[config.mk]
export PLATFORM = sky130hd
export DESIGN_NAME = aes_key_sched
export DESIGN_NICKNAME = d
export VERILOG_FILES = /design/src/sv/aes_pkg.sv /design/src/sv/aes_key_sched.sv
export VERILOG_INCLUDE_DIRS = /design/src /design/src/sv
export SDC_FILE = /design/constraint.sdc
export NUM_CORES = 2
export LEC_CHECK = 0
export ABC_AREA = 0
export BUFFER_PORTS_ARGS = -buffer_cell sky130_fd_sc_hd__buf_2
export CAP_MARGIN = 10
export CORE_AREA = 2 2 604 606
export CTS_CLUSTER_SIZE = 12
export DETAILED_ROUTE_END_ITERATION = 10
export DIE_AREA = 0 0 606 608
export GPL_ROUTABILITY_DRIVEN = 0
export PLACE_DENSITY = 0.31
export SYNTH_ARGS = -nofsm -noshare
export SYNTH_HDL_FRONTEND = slang
export SYNTH_SLANG_ARGS = --single-unit
[constraint.sdc]
create_clock -name clk -period 11.35 [get_ports clk]
set_input_delay 1.7025 -clock clk [delete_from_list [all_inputs] [get_ports clk]]
set_output_delay 1.7025 -clock clk [all_outputs]
set_load 0.01 [all_outputs]
[src/sv/assert_macros.svh]
// Assertion helpers shared by the RTL.
`ifndef ASSERT_MACROS_SVH
`define ASSERT_MACROS_SVH
`ifndef ASSERT_OFF
`define ASSERT_IMPLIES(label, clk, rst_n, a, b) \
	label: assert property (@(posedge clk) disable iff (!rst_n) (a) |-> (b)) \
		else $error("assertion failed");
`define ASSERT_NEXT(label, clk, rst_n, a, b) \
	label: assert property (@(posedge clk) disable iff (!rst_n) (a) |=> (b)) \
		else $error("assertion failed");
`else
`define ASSERT_IMPLIES(label, clk, rst_n, a, b)
`define ASSERT_NEXT(label, clk, rst_n, a, b)
`endif
`endif

[src/sv/aes_pkg.sv]
package aes_pkg;
	localparam int Rounds = 10;
	localparam int KeyWords = 4 * (Rounds + 1);
	localparam int KwIdxW = $clog2(KeyWords);
	localparam logic [0:0] CfgKeyHigh = 1'b0;
	localparam logic [0:0] CfgKeyLow = 1'b1;

	typedef logic [127:0] blk_t;

	typedef struct packed {
		logic valid;
		logic dec;
	} ctl_t;

	localparam logic [7:0] FwdBox [256] = '{
	8'h63,8'h7c,8'h77,8'h7b,8'hf2,8'h6b,8'h6f,8'hc5,8'h30,8'h01,8'h67,8'h2b,8'hfe,8'hd7,8'hab,8'h76,
	8'hca,8'h82,8'hc9,8'h7d,8'hfa,8'h59,8'h47,8'hf0,8'had,8'hd4,8'ha2,8'haf,8'h9c,8'ha4,8'h72,8'hc0,
	8'hb7,8'hfd,8'h93,8'h26,8'h36,8'h3f,8'hf7,8'hcc,8'h34,8'ha5,8'he5,8'hf1,8'h71,8'hd8,8'h31,8'h15,
	8'h04,8'hc7,8'h23,8'hc3,8'h18,8'h96,8'h05,8'h9a,8'h07,8'h12,8'h80,8'he2,8'heb,8'h27,8'hb2,8'h75,
	8'h09,8'h83,8'h2c,8'h1a,8'h1b,8'h6e,8'h5a,8'ha0,8'h52,8'h3b,8'hd6,8'hb3,8'h29,8'he3,8'h2f,8'h84,
	8'h53,8'hd1,8'h00,8'hed,8'h20,8'hfc,8'hb1,8'h5b,8'h6a,8'hcb,8'hbe,8'h39,8'h4a,8'h4c,8'h58,8'hcf,
	8'hd0,8'hef,8'haa,8'hfb,8'h43,8'h4d,8'h33,8'h85,8'h45,8'hf9,8'h02,8'h7f,8'h50,8'h3c,8'h9f,8'ha8,
	8'h51,8'ha3,8'h40,8'h8f,8'h92,8'h9d,8'h38,8'hf5,8'hbc,8'hb6,8'hda,8'h21,8'h10,8'hff,8'hf3,8'hd2,
	8'hcd,8'h0c,8'h13,8'hec,8'h5f,8'h97,8'h44,8'h17,8'hc4,8'ha7,8'h7e,8'h3d,8'h64,8'h5d,8'h19,8'h73,
	8'h60,8'h81,8'h4f,8'hdc,8'h22,8'h2a,8'h90,8'h88,8'h46,8'hee,8'hb8,8'h14,8'hde,8'h5e,8'h0b,8'hdb,
	8'he0,8'h32,8'h3a,8'h0a,8'h49,8'h06,8'h24,8'h5c,8'hc2,8'hd3,8'hac,8'h62,8'h91,8'h95,8'he4,8'h79,
	8'he7,8'hc8,8'h37,8'h6d,8'h8d,8'hd5,8'h4e,8'ha9,8'h6c,8'h56,8'hf4,8'hea,8'h65,8'h7a,8'hae,8'h08,
	8'hba,8'h78,8'h25,8'h2e,8'h1c,8'ha6,8'hb4,8'hc6,8'he8,8'hdd,8'h74,8'h1f,8'h4b,8'hbd,8'h8b,8'h8a,
	8'h70,8'h3e,8'hb5,8'h66,8'h48,8'h03,8'hf6,8'h0e,8'h61,8'h35,8'h57,8'hb9,8'h86,8'hc1,8'h1d,8'h9e,
	8'he1,8'hf8,8'h98,8'h11,8'h69,8'hd9,8'h8e,8'h94,8'h9b,8'h1e,8'h87,8'he9,8'hce,8'h55,8'h28,8'hdf,
	8'h8c,8'ha1,8'h89,8'h0d,8'hbf,8'he6,8'h42,8'h68,8'h41,8'h99,8'h2d,8'h0f,8'hb0,8'h54,8'hbb,8'h16
	};

	localparam logic [7:0] RevBox [256] = '{
	8'h52,8'h09,8'h6a,8'hd5,8'h30,8'h36,8'ha5,8'h38,8'hbf,8'h40,8'ha3,8'h9e,8'h81,8'hf3,8'hd7,8'hfb,
	8'h7c,8'he3,8'h39,8'h82,8'h9b,8'h2f,8'hff,8'h87,8'h34,8'h8e,8'h43,8'h44,8'hc4,8'hde,8'he9,8'hcb,
	8'h54,8'h7b,8'h94,8'h32,8'ha6,8'hc2,8'h23,8'h3d,8'hee,8'h4c,8'h95,8'h0b,8'h42,8'hfa,8'hc3,8'h4e,
	8'h08,8'h2e,8'ha1,8'h66,8'h28,8'hd9,8'h24,8'hb2,8'h76,8'h5b,8'ha2,8'h49,8'h6d,8'h8b,8'hd1,8'h25,
	8'h72,8'hf8,8'hf6,8'h64,8'h86,8'h68,8'h98,8'h16,8'hd4,8'ha4,8'h5c,8'hcc,8'h5d,8'h65,8'hb6,8'h92,
	8'h6c,8'h70,8'h48,8'h50,8'hfd,8'hed,8'hb9,8'hda,8'h5e,8'h15,8'h46,8'h57,8'ha7,8'h8d,8'h9d,8'h84,
	8'h90,8'hd8,8'hab,8'h00,8'h8c,8'hbc,8'hd3,8'h0a,8'hf7,8'he4,8'h58,8'h05,8'hb8,8'hb3,8'h45,8'h06,
	8'hd0,8'h2c,8'h1e,8'h8f,8'hca,8'h3f,8'h0f,8'h02,8'hc1,8'haf,8'hbd,8'h03,8'h01,8'h13,8'h8a,8'h6b,
	8'h3a,8'h91,8'h11,8'h41,8'h4f,8'h67,8'hdc,8'hea,8'h97,8'hf2,8'hcf,8'hce,8'hf0,8'hb4,8'he6,8'h73,
	8'h96,8'hac,8'h74,8'h22,8'he7,8'had,8'h35,8'h85,8'he2,8'hf9,8'h37,8'he8,8'h1c,8'h75,8'hdf,8'h6e,
	8'h47,8'hf1,8'h1a,8'h71,8'h1d,8'h29,8'hc5,8'h89,8'h6f,8'hb7,8'h62,8'h0e,8'haa,8'h18,8'hbe,8'h1b,
	8'hfc,8'h56,8'h3e,8'h4b,8'hc6,8'hd2,8'h79,8'h20,8'h9a,8'hdb,8'hc0,8'hfe,8'h78,8'hcd,8'h5a,8'hf4,
	8'h1f,8'hdd,8'ha8,8'h33,8'h88,8'h07,8'hc7,8'h31,8'hb1,8'h12,8'h10,8'h59,8'h27,8'h80,8'hec,8'h5f,
	8'h60,8'h51,8'h7f,8'ha9,8'h19,8'hb5,8'h4a,8'h0d,8'h2d,8'he5,8'h7a,8'h9f,8'h93,8'hc9,8'h9c,8'hef,
	8'ha0,8'he0,8'h3b,8'h4d,8'hae,8'h2a,8'hf5,8'hb0,8'hc8,8'heb,8'hbb,8'h3c,8'h83,8'h53,8'h99,8'h61,
	8'h17,8'h2b,8'h04,8'h7e,8'hba,8'h77,8'hd6,8'h26,8'he1,8'h69,8'h14,8'h63,8'h55,8'h21,8'h0c,8'h7d
	};

	function automatic logic [7:0] xt(input logic [7:0] a);
		return {a[6:0], 1'b0} ^ (a[7] ? 8'h1b : 8'h00);
	endfunction

	// Byte n of the block sits in bits 127-8n .. 120-8n.
	function automatic logic [7:0] get_byte(input blk_t s, input int n);
		return s[127 - 8 * n -: 8];
	endfunction

	function automatic blk_t sub_shift(input blk_t s, input logic inv);
		blk_t o;
		int src;
		o = '0;
		for (int c = 0; c < 4; c++) begin
			for (int r = 0; r < 4; r++) begin
				src = inv ? ((c + 4 - r) & 3) : ((c + r) & 3);
				o[127 - 8 * (r + 4 * c) -: 8] = inv ? RevBox[get_byte(s, r + 4 * src)]
					: FwdBox[get_byte(s, r + 4 * src)];
			end
		end
		return o;
	endfunction

	function automatic blk_t mix(input blk_t s, input logic inv);
		blk_t o;
		logic [7:0] a0, a1, a2, a3, x0, x1, x2, x3, y0, y1, y2, y3, z0, z1, z2, z3;
		o = '0;
		for (int c = 0; c < 4; c++) begin
			a0 = get_byte(s, 4 * c);
			a1 = get_byte(s, 4 * c + 1);
			a2 = get_byte(s, 4 * c + 2);
			a3 = get_byte(s, 4 * c + 3);
			x0 = xt(a0); x1 = xt(a1); x2 = xt(a2); x3 = xt(a3);
			y0 = xt(x0); y1 = xt(x1); y2 = xt(x2); y3 = xt(x3);
			z0 = xt(y0); z1 = xt(y1); z2 = xt(y2); z3 = xt(y3);
			if (!inv) begin
				o[127 - 32 * c -: 8] = x0 ^ x1 ^ a1 ^ a2 ^ a3;
				o[119 - 32 * c -: 8] = a0 ^ x1 ^ x2 ^ a2 ^ a3;
				o[111 - 32 * c -: 8] = a0 ^ a1 ^ x2 ^ x3 ^ a3;
				o[103 - 32 * c -: 8] = x0 ^ a0 ^ a1 ^ a2 ^ x3;
			end else begin
				// 14 = 8+4+2, 11 = 8+2+1, 13 = 8+4+1, 9 = 8+1.
				o[127 - 32 * c -: 8] = (z0 ^ y0 ^ x0) ^ (z1 ^ x1 ^ a1) ^ (z2 ^ y2 ^ a2)
					^ (z3 ^ a3);
				o[119 - 32 * c -: 8] = (z0 ^ a0) ^ (z1 ^ y1 ^ x1) ^ (z2 ^ x2 ^ a2)
					^ (z3 ^ y3 ^ a3);
				o[111 - 32 * c -: 8] = (z0 ^ y0 ^ a0) ^ (z1 ^ a1) ^ (z2 ^ y2 ^ x2)
					^ (z3 ^ x3 ^ a3);
				o[103 - 32 * c -: 8] = (z0 ^ x0 ^ a0) ^ (z1 ^ y1 ^ a1) ^ (z2 ^ a2)
					^ (z3 ^ y3 ^ x3);
			end
		end
		return o;
	endfunction

	function automatic logic [31:0] sub_word(input logic [31:0] w);
		return {FwdBox[w[31:24]], FwdBox[w[23:16]], FwdBox[w[15:8]], FwdBox[w[7:0]]};
	endfunction
endpackage

[src/sv/aes_key_sched.sv]
// Key expansion: one word per cycle into the round-key registers.
`include "assert_macros.svh"
module aes_key_sched import aes_pkg::*; (
	input  logic         clk,
	input  logic         arst_n,
	input  logic         kick,
	input  logic [127:0] key,
	output logic         ready,
	output logic         busy,
	output blk_t         rkeys [Rounds + 1]
);
	logic [31:0]       words_q [KeyWords];
	logic [31:0]       win_q [4];
	logic [KwIdxW-1:0] idx_q;
	logic [7:0]        rc_q;
	logic              run_q;
	logic              ready_q;
	logic [31:0]       t;
	logic [31:0]       nxt;

	// The last four words are kept in a small window so that the next word
	// never needs a read of the round-key registers at a moving address.
	always_comb begin
		t = win_q[3];
		if (idx_q[1:0] == 2'b00) begin
			t = sub_word({t[23:0], t[31:24]}) ^ {rc_q, 24'h0};
		end
		nxt = win_q[0] ^ t;
	end

	always_ff @(posedge clk) begin
		if (kick) begin
			words_q[0] <= key[127:96];
			words_q[1] <= key[95:64];
			words_q[2] <= key[63:32];
			words_q[3] <= key[31:0];
			win_q[0]   <= key[127:96];
			win_q[1]   <= key[95:64];
			win_q[2]   <= key[63:32];
			win_q[3]   <= key[31:0];
		end else if (run_q) begin
			words_q[idx_q] <= nxt;
			win_q[0]       <= win_q[1];
			win_q[1]       <= win_q[2];
			win_q[2]       <= win_q[3];
			win_q[3]       <= nxt;
		end
	end

	always_ff @(posedge clk or negedge arst_n) begin
		if (!arst_n) begin
			idx_q   <= '0;
			rc_q    <= 8'h01;
			run_q   <= 1'b0;
			ready_q <= 1'b0;
		end else if (kick) begin
			idx_q   <= KwIdxW'(4);
			rc_q    <= 8'h01;
			run_q   <= 1'b1;
			ready_q <= 1'b0;
		end else if (run_q) begin
			if (idx_q[1:0] == 2'b00) begin
				rc_q <= xt(rc_q);
			end
			if (idx_q == KwIdxW'(KeyWords - 1)) begin
				run_q   <= 1'b0;
				ready_q <= 1'b1;
			end
			idx_q <= idx_q + KwIdxW'(1);
		end
	end

	for (genvar r = 0; r <= Rounds; r++) begin : g_rk
		assign rkeys[r] = {words_q[4 * r], words_q[4 * r + 1], words_q[4 * r + 2],
			words_q[4 * r + 3]};
	end

	assign ready = ready_q;
	assign busy  = run_q;

	`ASSERT_IMPLIES(a_not_both, clk, arst_n, 1'b1, !(run_q && ready_q))
	`ASSERT_NEXT(a_kick_runs, clk, arst_n, kick, run_q && idx_q == KwIdxW'(4))
	`ASSERT_IMPLIES(a_idx_range, clk, arst_n, run_q, idx_q >= KwIdxW'(4))
endmodule

# Yosys cells after proc, flatten, opt, wreduce, memory -nomap -nowiden
# Memories as Yosys holds them, arrays and structs flattened.
# Index checks and enable logic that the tools add are counted.
op_classes:
  add_sub_neg: 1
  bitwise: 11
  reduce_logical: 7
  n_mux: 33
  eq_ne: 1
  magnitude_cmp: 4
ops:
  columns: ["op", "n"]
  rows:
  - ["$mux 32", 6]
  - ["$mux 8", 11]
  - ["$xor 32x32->32", 2]
  - ["$ge 9x9->1 const B", 4]
  - ["$not 8->9", 4]
  - ["$reduce_or 32->1", 1]
  - ["$mux 6", 3]
  - ["$mux 1", 12]
  - ["$xor 8x5->8", 1]
  - ["$add 6x1->6 const B", 1]
  - ["$eq 6x6->1 const B", 1]
  - ["$reduce_bool 2->1", 3]
  - ["$mux 5", 1]
  - ["$or 1x1->1", 4]
  - ["$reduce_and 2->1", 2]
  - ["$logic_not 2->1", 1]
totals:
  register_bits: 16
  in_bits: 131
  rom_bits: 8192
  mem_bits_rw: 1536
  out_inout_bits: 1410
  n_memories: 6
mem_list:
  columns: ["name", "words", "width", "read_ports", "rd_ports_with_merged_regs", "wr", "line_no", "text"]
  rows:
  - ["(no name shown)", 256, 8, 1, 0, 0, "aes_pkg.sv:109", "return {FwdBox[w[31:24]], FwdBox[w[23:16]], FwdBox[w[15:8]], FwdBox[w[7:0]]};"]
  - ["(no name shown)", 256, 8, 1, 0, 0, "aes_pkg.sv:109", null]
  - ["(no name shown)", 256, 8, 1, 0, 0, "aes_pkg.sv:109", null]
  - ["(no name shown)", 256, 8, 1, 0, 0, "aes_pkg.sv:109", null]
  - ["words_q", 44, 32, 44, 0, 4, "aes_key_sched.sv:12", "logic [31:0] words_q [KeyWords];"]
  - ["win_q", 4, 32, 4, 0, 4, "aes_key_sched.sv:13", "logic [31:0] win_q [4];"]

# Longest topological paths before layout
depth:
  depth_word: 8
  depth_mapped: 15
  depth_no_buf: 10

# Least setup slack after synthesis
# Ideal clock, no wire load.
synth_timing:
  kind: "reg2reg"
  from: "memory win_q[3][0]"
  to: "memory win_q[3][14], data pin"
  stages_incl_launch_ff: 16
  period_less_slack_ns: 4.928
  required_time_ns: 11.208
  slack_ns: 6.422
  path_buffers: 5
  t_arrival_ns: 4.786
  path_cell_list: "edfxtp_1 > buf_2 > buf_2 > buf_2 > inv_1 > ha_1 > clkbuf_1 > nand2b_1 > clkbuf_1 > nand2_1 > mux4_2 > mux4_2 > nor2_1 > o31ai_1 > xnor2_1 > mux2_2"
synth_lines:
  columns: ["item", "line_no"]
  rows:
  - ["start: declaration", "aes_key_sched.sv:13"]

==> flow_summary.yaml <==
worst_setup_path:
  path_max_fanout: 43
  rrSetupSlack_ps: 4730
  worst-setup-path-type: "flop to flop"
  timing.rr.end: "words_q[23][18]"
  ff2ff_path_depth: 11
  endpoint_kind: "flop"
  reg2reg_from: "win_q[3][8]"
  critPathArrivalTime_ps: 6900
  cp-start-kind: "flop"
  cp_data_required_time_ps: 11640
global_routing:
  grt_pass1_vias: 46700
  gr-total-overflow: 0
  grt_use_total_pct: 19.8
  grt_first_pass_wirelength_mm: 490
  grt_max_degree: 91
  antenna_found_initial: 79
clocking:
  cts_buffers: 191
  cts_tree: "built"
  root_buffer: "clkbuf_16"
  cts.clk_slew.worst_paths_ps: 70
  clk_latency_ps: 880
  post_cts_buffers: 0
  hold_buffers: 0
  cts.sinks: 1552
  htreeDepth: 4
  max-clock-path-buffers: 4
  cts_resized: 0
yosys:
  ys_async_sr_fraction_pct: 1.03
  synthMostInstantiatedCell: "edfxtp_1"
  synth_top_area_cell: "edfxtp_1"
  syn_inst: 4402
  syn_area_per_cell_sq_um: 14.7
  ys_warn_count: 0
  synthFlopType: "edfxtp_1"
  synth-edff-count: 1536
  synth_nets: 4595
  yosys_register_bits: 1552
  ys_types: 94
  netlist_area_sq_mm: 0.0647
  synth_top_area_share_pct: 71.3
  yosys-top-cells-area: "edfxtp_1 71%, nand2_1 2.7%, mux4_2 2.6%, mux2_2 2.1%, o21ai_0 1.8%"
  synthTopCellsByCount: "1,536 x edfxtp_1, 458 x nand2_1, 239 x o21ai_0, 229 x nor2_1, 218 x clkbuf_1"
  yosysSeqAreaShare_pct: 71.9
timing:
  setup_violations: 0
  fin_setup_tns_ps: 0
  finClkSkew_ps: 70.7
  rsz0062_at_grt: "false"
  final-hold-violation-count: 0
  layout_worst_path_cycle_share_pct: 58.3
  tightest_slew_ps: 1220
  slew_viol_final: 0
  slew_headroom_pct: 18.8
  period_minus_slack_ps: 6620
  max_clock_freq_ghz: 0.151
pwr:
  p_per_area_mw_per_mm2: 302
  p_total_w: 0.0257
  p_leak_nw: 30.6
  vdd_drop_max_uv: 223
floorplan:
  start_util_pct: 17.9
  die_x_microns: 606
  core.rowCount: 221
  pin_count: 1541
  fp.coreArea_sq_mm: 0.362
  dieArea_sq_mm: 0.368
  fp.dieH_microns: 608
worst_hold_path:
  hold_end: "win_q[1][28]"
  hold_depth: 2
  hold_start: "win_q[2][28]"
  hold_path_class: "flop to flop"
detailed_routing:
  drt_iter0_drc: 5776
  drt-vias-per-instance: 4.50
  wire_per_inst_microns: 34.8
  ant_nets: 0
  dr_total_vias: 49300
  dr.pass1.iters: 8
  wl_mm: 382
  route.detailed.drc: 0
finish:
  instances_no_fill: 11000
  design_area_sq_mm: 0.0851
  nets: 6161
  drive_above_1_share_pct: 37.8
  syn2layout_area_growth_pct: 31.5
placement:
  placed_cell_area_sq_mm: 0.0789
  hpwl_mm: 270
  placed_cells: 10600
  port_buffers: 1540
outcome:
  outcome: "complete, no violations"
job:
  cap_violations: 0
-- flip-flops by register name, indices dropped and copies added, names as in the netlist --
| name | count |
|---|---|
| idx_q | 6 |
| words_q | 1408 |
| ready | 1 |
| rc_q | 8 |
| win_q | 128 |
| busy | 1 |
-- how the worst max path moves through the flow --
stage	startpoint	end	slack, ps	depth (start not counted)
final	win_q[3][8]	words_q[23][18]	4730	11
after floorplan	win_q[3][0]	win_q[3][14]	6420	15
after CTS	win_q[3][8]	words_q[23][18]	4760	11
after global routing	win_q[3][8]	words_q[23][18]	4660	11
after detailed placement	win_q[3][8]	words_q[23][18]	4810	11
after global placement	win_q[3][8]	words_q[23][18]	4870	11
-- final cells by class --
cell class                      instances  area (sq um)
Clock inverter                        116          1120
Antenna cell                           41           103
Fill cell                           38400        277000
Timing Repair Buffer                 1718          9050
Tap cell                             4794          6000
Clock buffer                          231          4930
Sequential cell                      1552         46500
Inverter                               59           241
Multi-Input combinational cell       2446         17100
-- cells in the final DEF, fill, tap and decap left out, types with 58 or more instances in the layout --
cell       instances
buf_2           1541
edfxtp_1        1536
nand2_1          456
o21ai_0          238
clkbuf_16        191
nor2_1           187
buf_4            176
a21oi_1          156
mux2_2           123
nor3_1            86
nor2b_1           83
nand2b_1          79
mux4_2            75
nand3_1           64
a211oi_1          63
ha_1              61
a31oi_1           58
-- metrics by stage --
step	worst slack, ps	util, %	hold slack (ps)
2_1_floorplan	6420	-	484
3_3_place_gp	4870	21.8	496
3_5_place_dp	4810	21.8	492
4_1_cts	4760	23.5	469
5_1_grt	4660	23.5	498
6_report	4730	23.5	483
-- critical path, stage by stage, from the launching register on --
cell      delay (ps)
edfxtp_1         320
buf_4            360
clkinv_1         550
ha_1             900
nor2b_1          560
nor2_1           100
mux4_2           490
mux4_2           510
mux2i_1          280
mux2i_1          160
xor2_1           900
inv_4            500
-- kinds of logic after synthesis --
logic type	count (synthesis)	synth area share (%)
flip-flops	1552	71.9
multiplexers	234	5.32
AND/OR/NAND/NOR	1200	8.85
adder cells (fa/ha/maj)	62	1.20
buffers and inverters	404	2.60
AO/OA/AOI/OAI	910	9.59
XOR/XNOR	40	0.564
-- report_power, final --
part | total, W | internal, W | switching (W)
logic | 0.0116 | 0.00269 | 0.00886
registers | 0.00810 | 0.00798 | 0.000115
clock network | 0.00605 | 0.00345 | 0.00260
total | 0.0257 | 0.0141 | 0.0116
-- per-layer routing --
layer  track usage [%]  vias to the layer above  share of wire (%)
li1                  -                    20200                  -
met1              24.3                    26000                 39
met2              35.5                     2669                 51
met3              3.08                      483                6.3
met4              5.52                       10                3.1
met5                 0                        -              0.017
No activity file was read; power rests on OpenSTA's default activity.
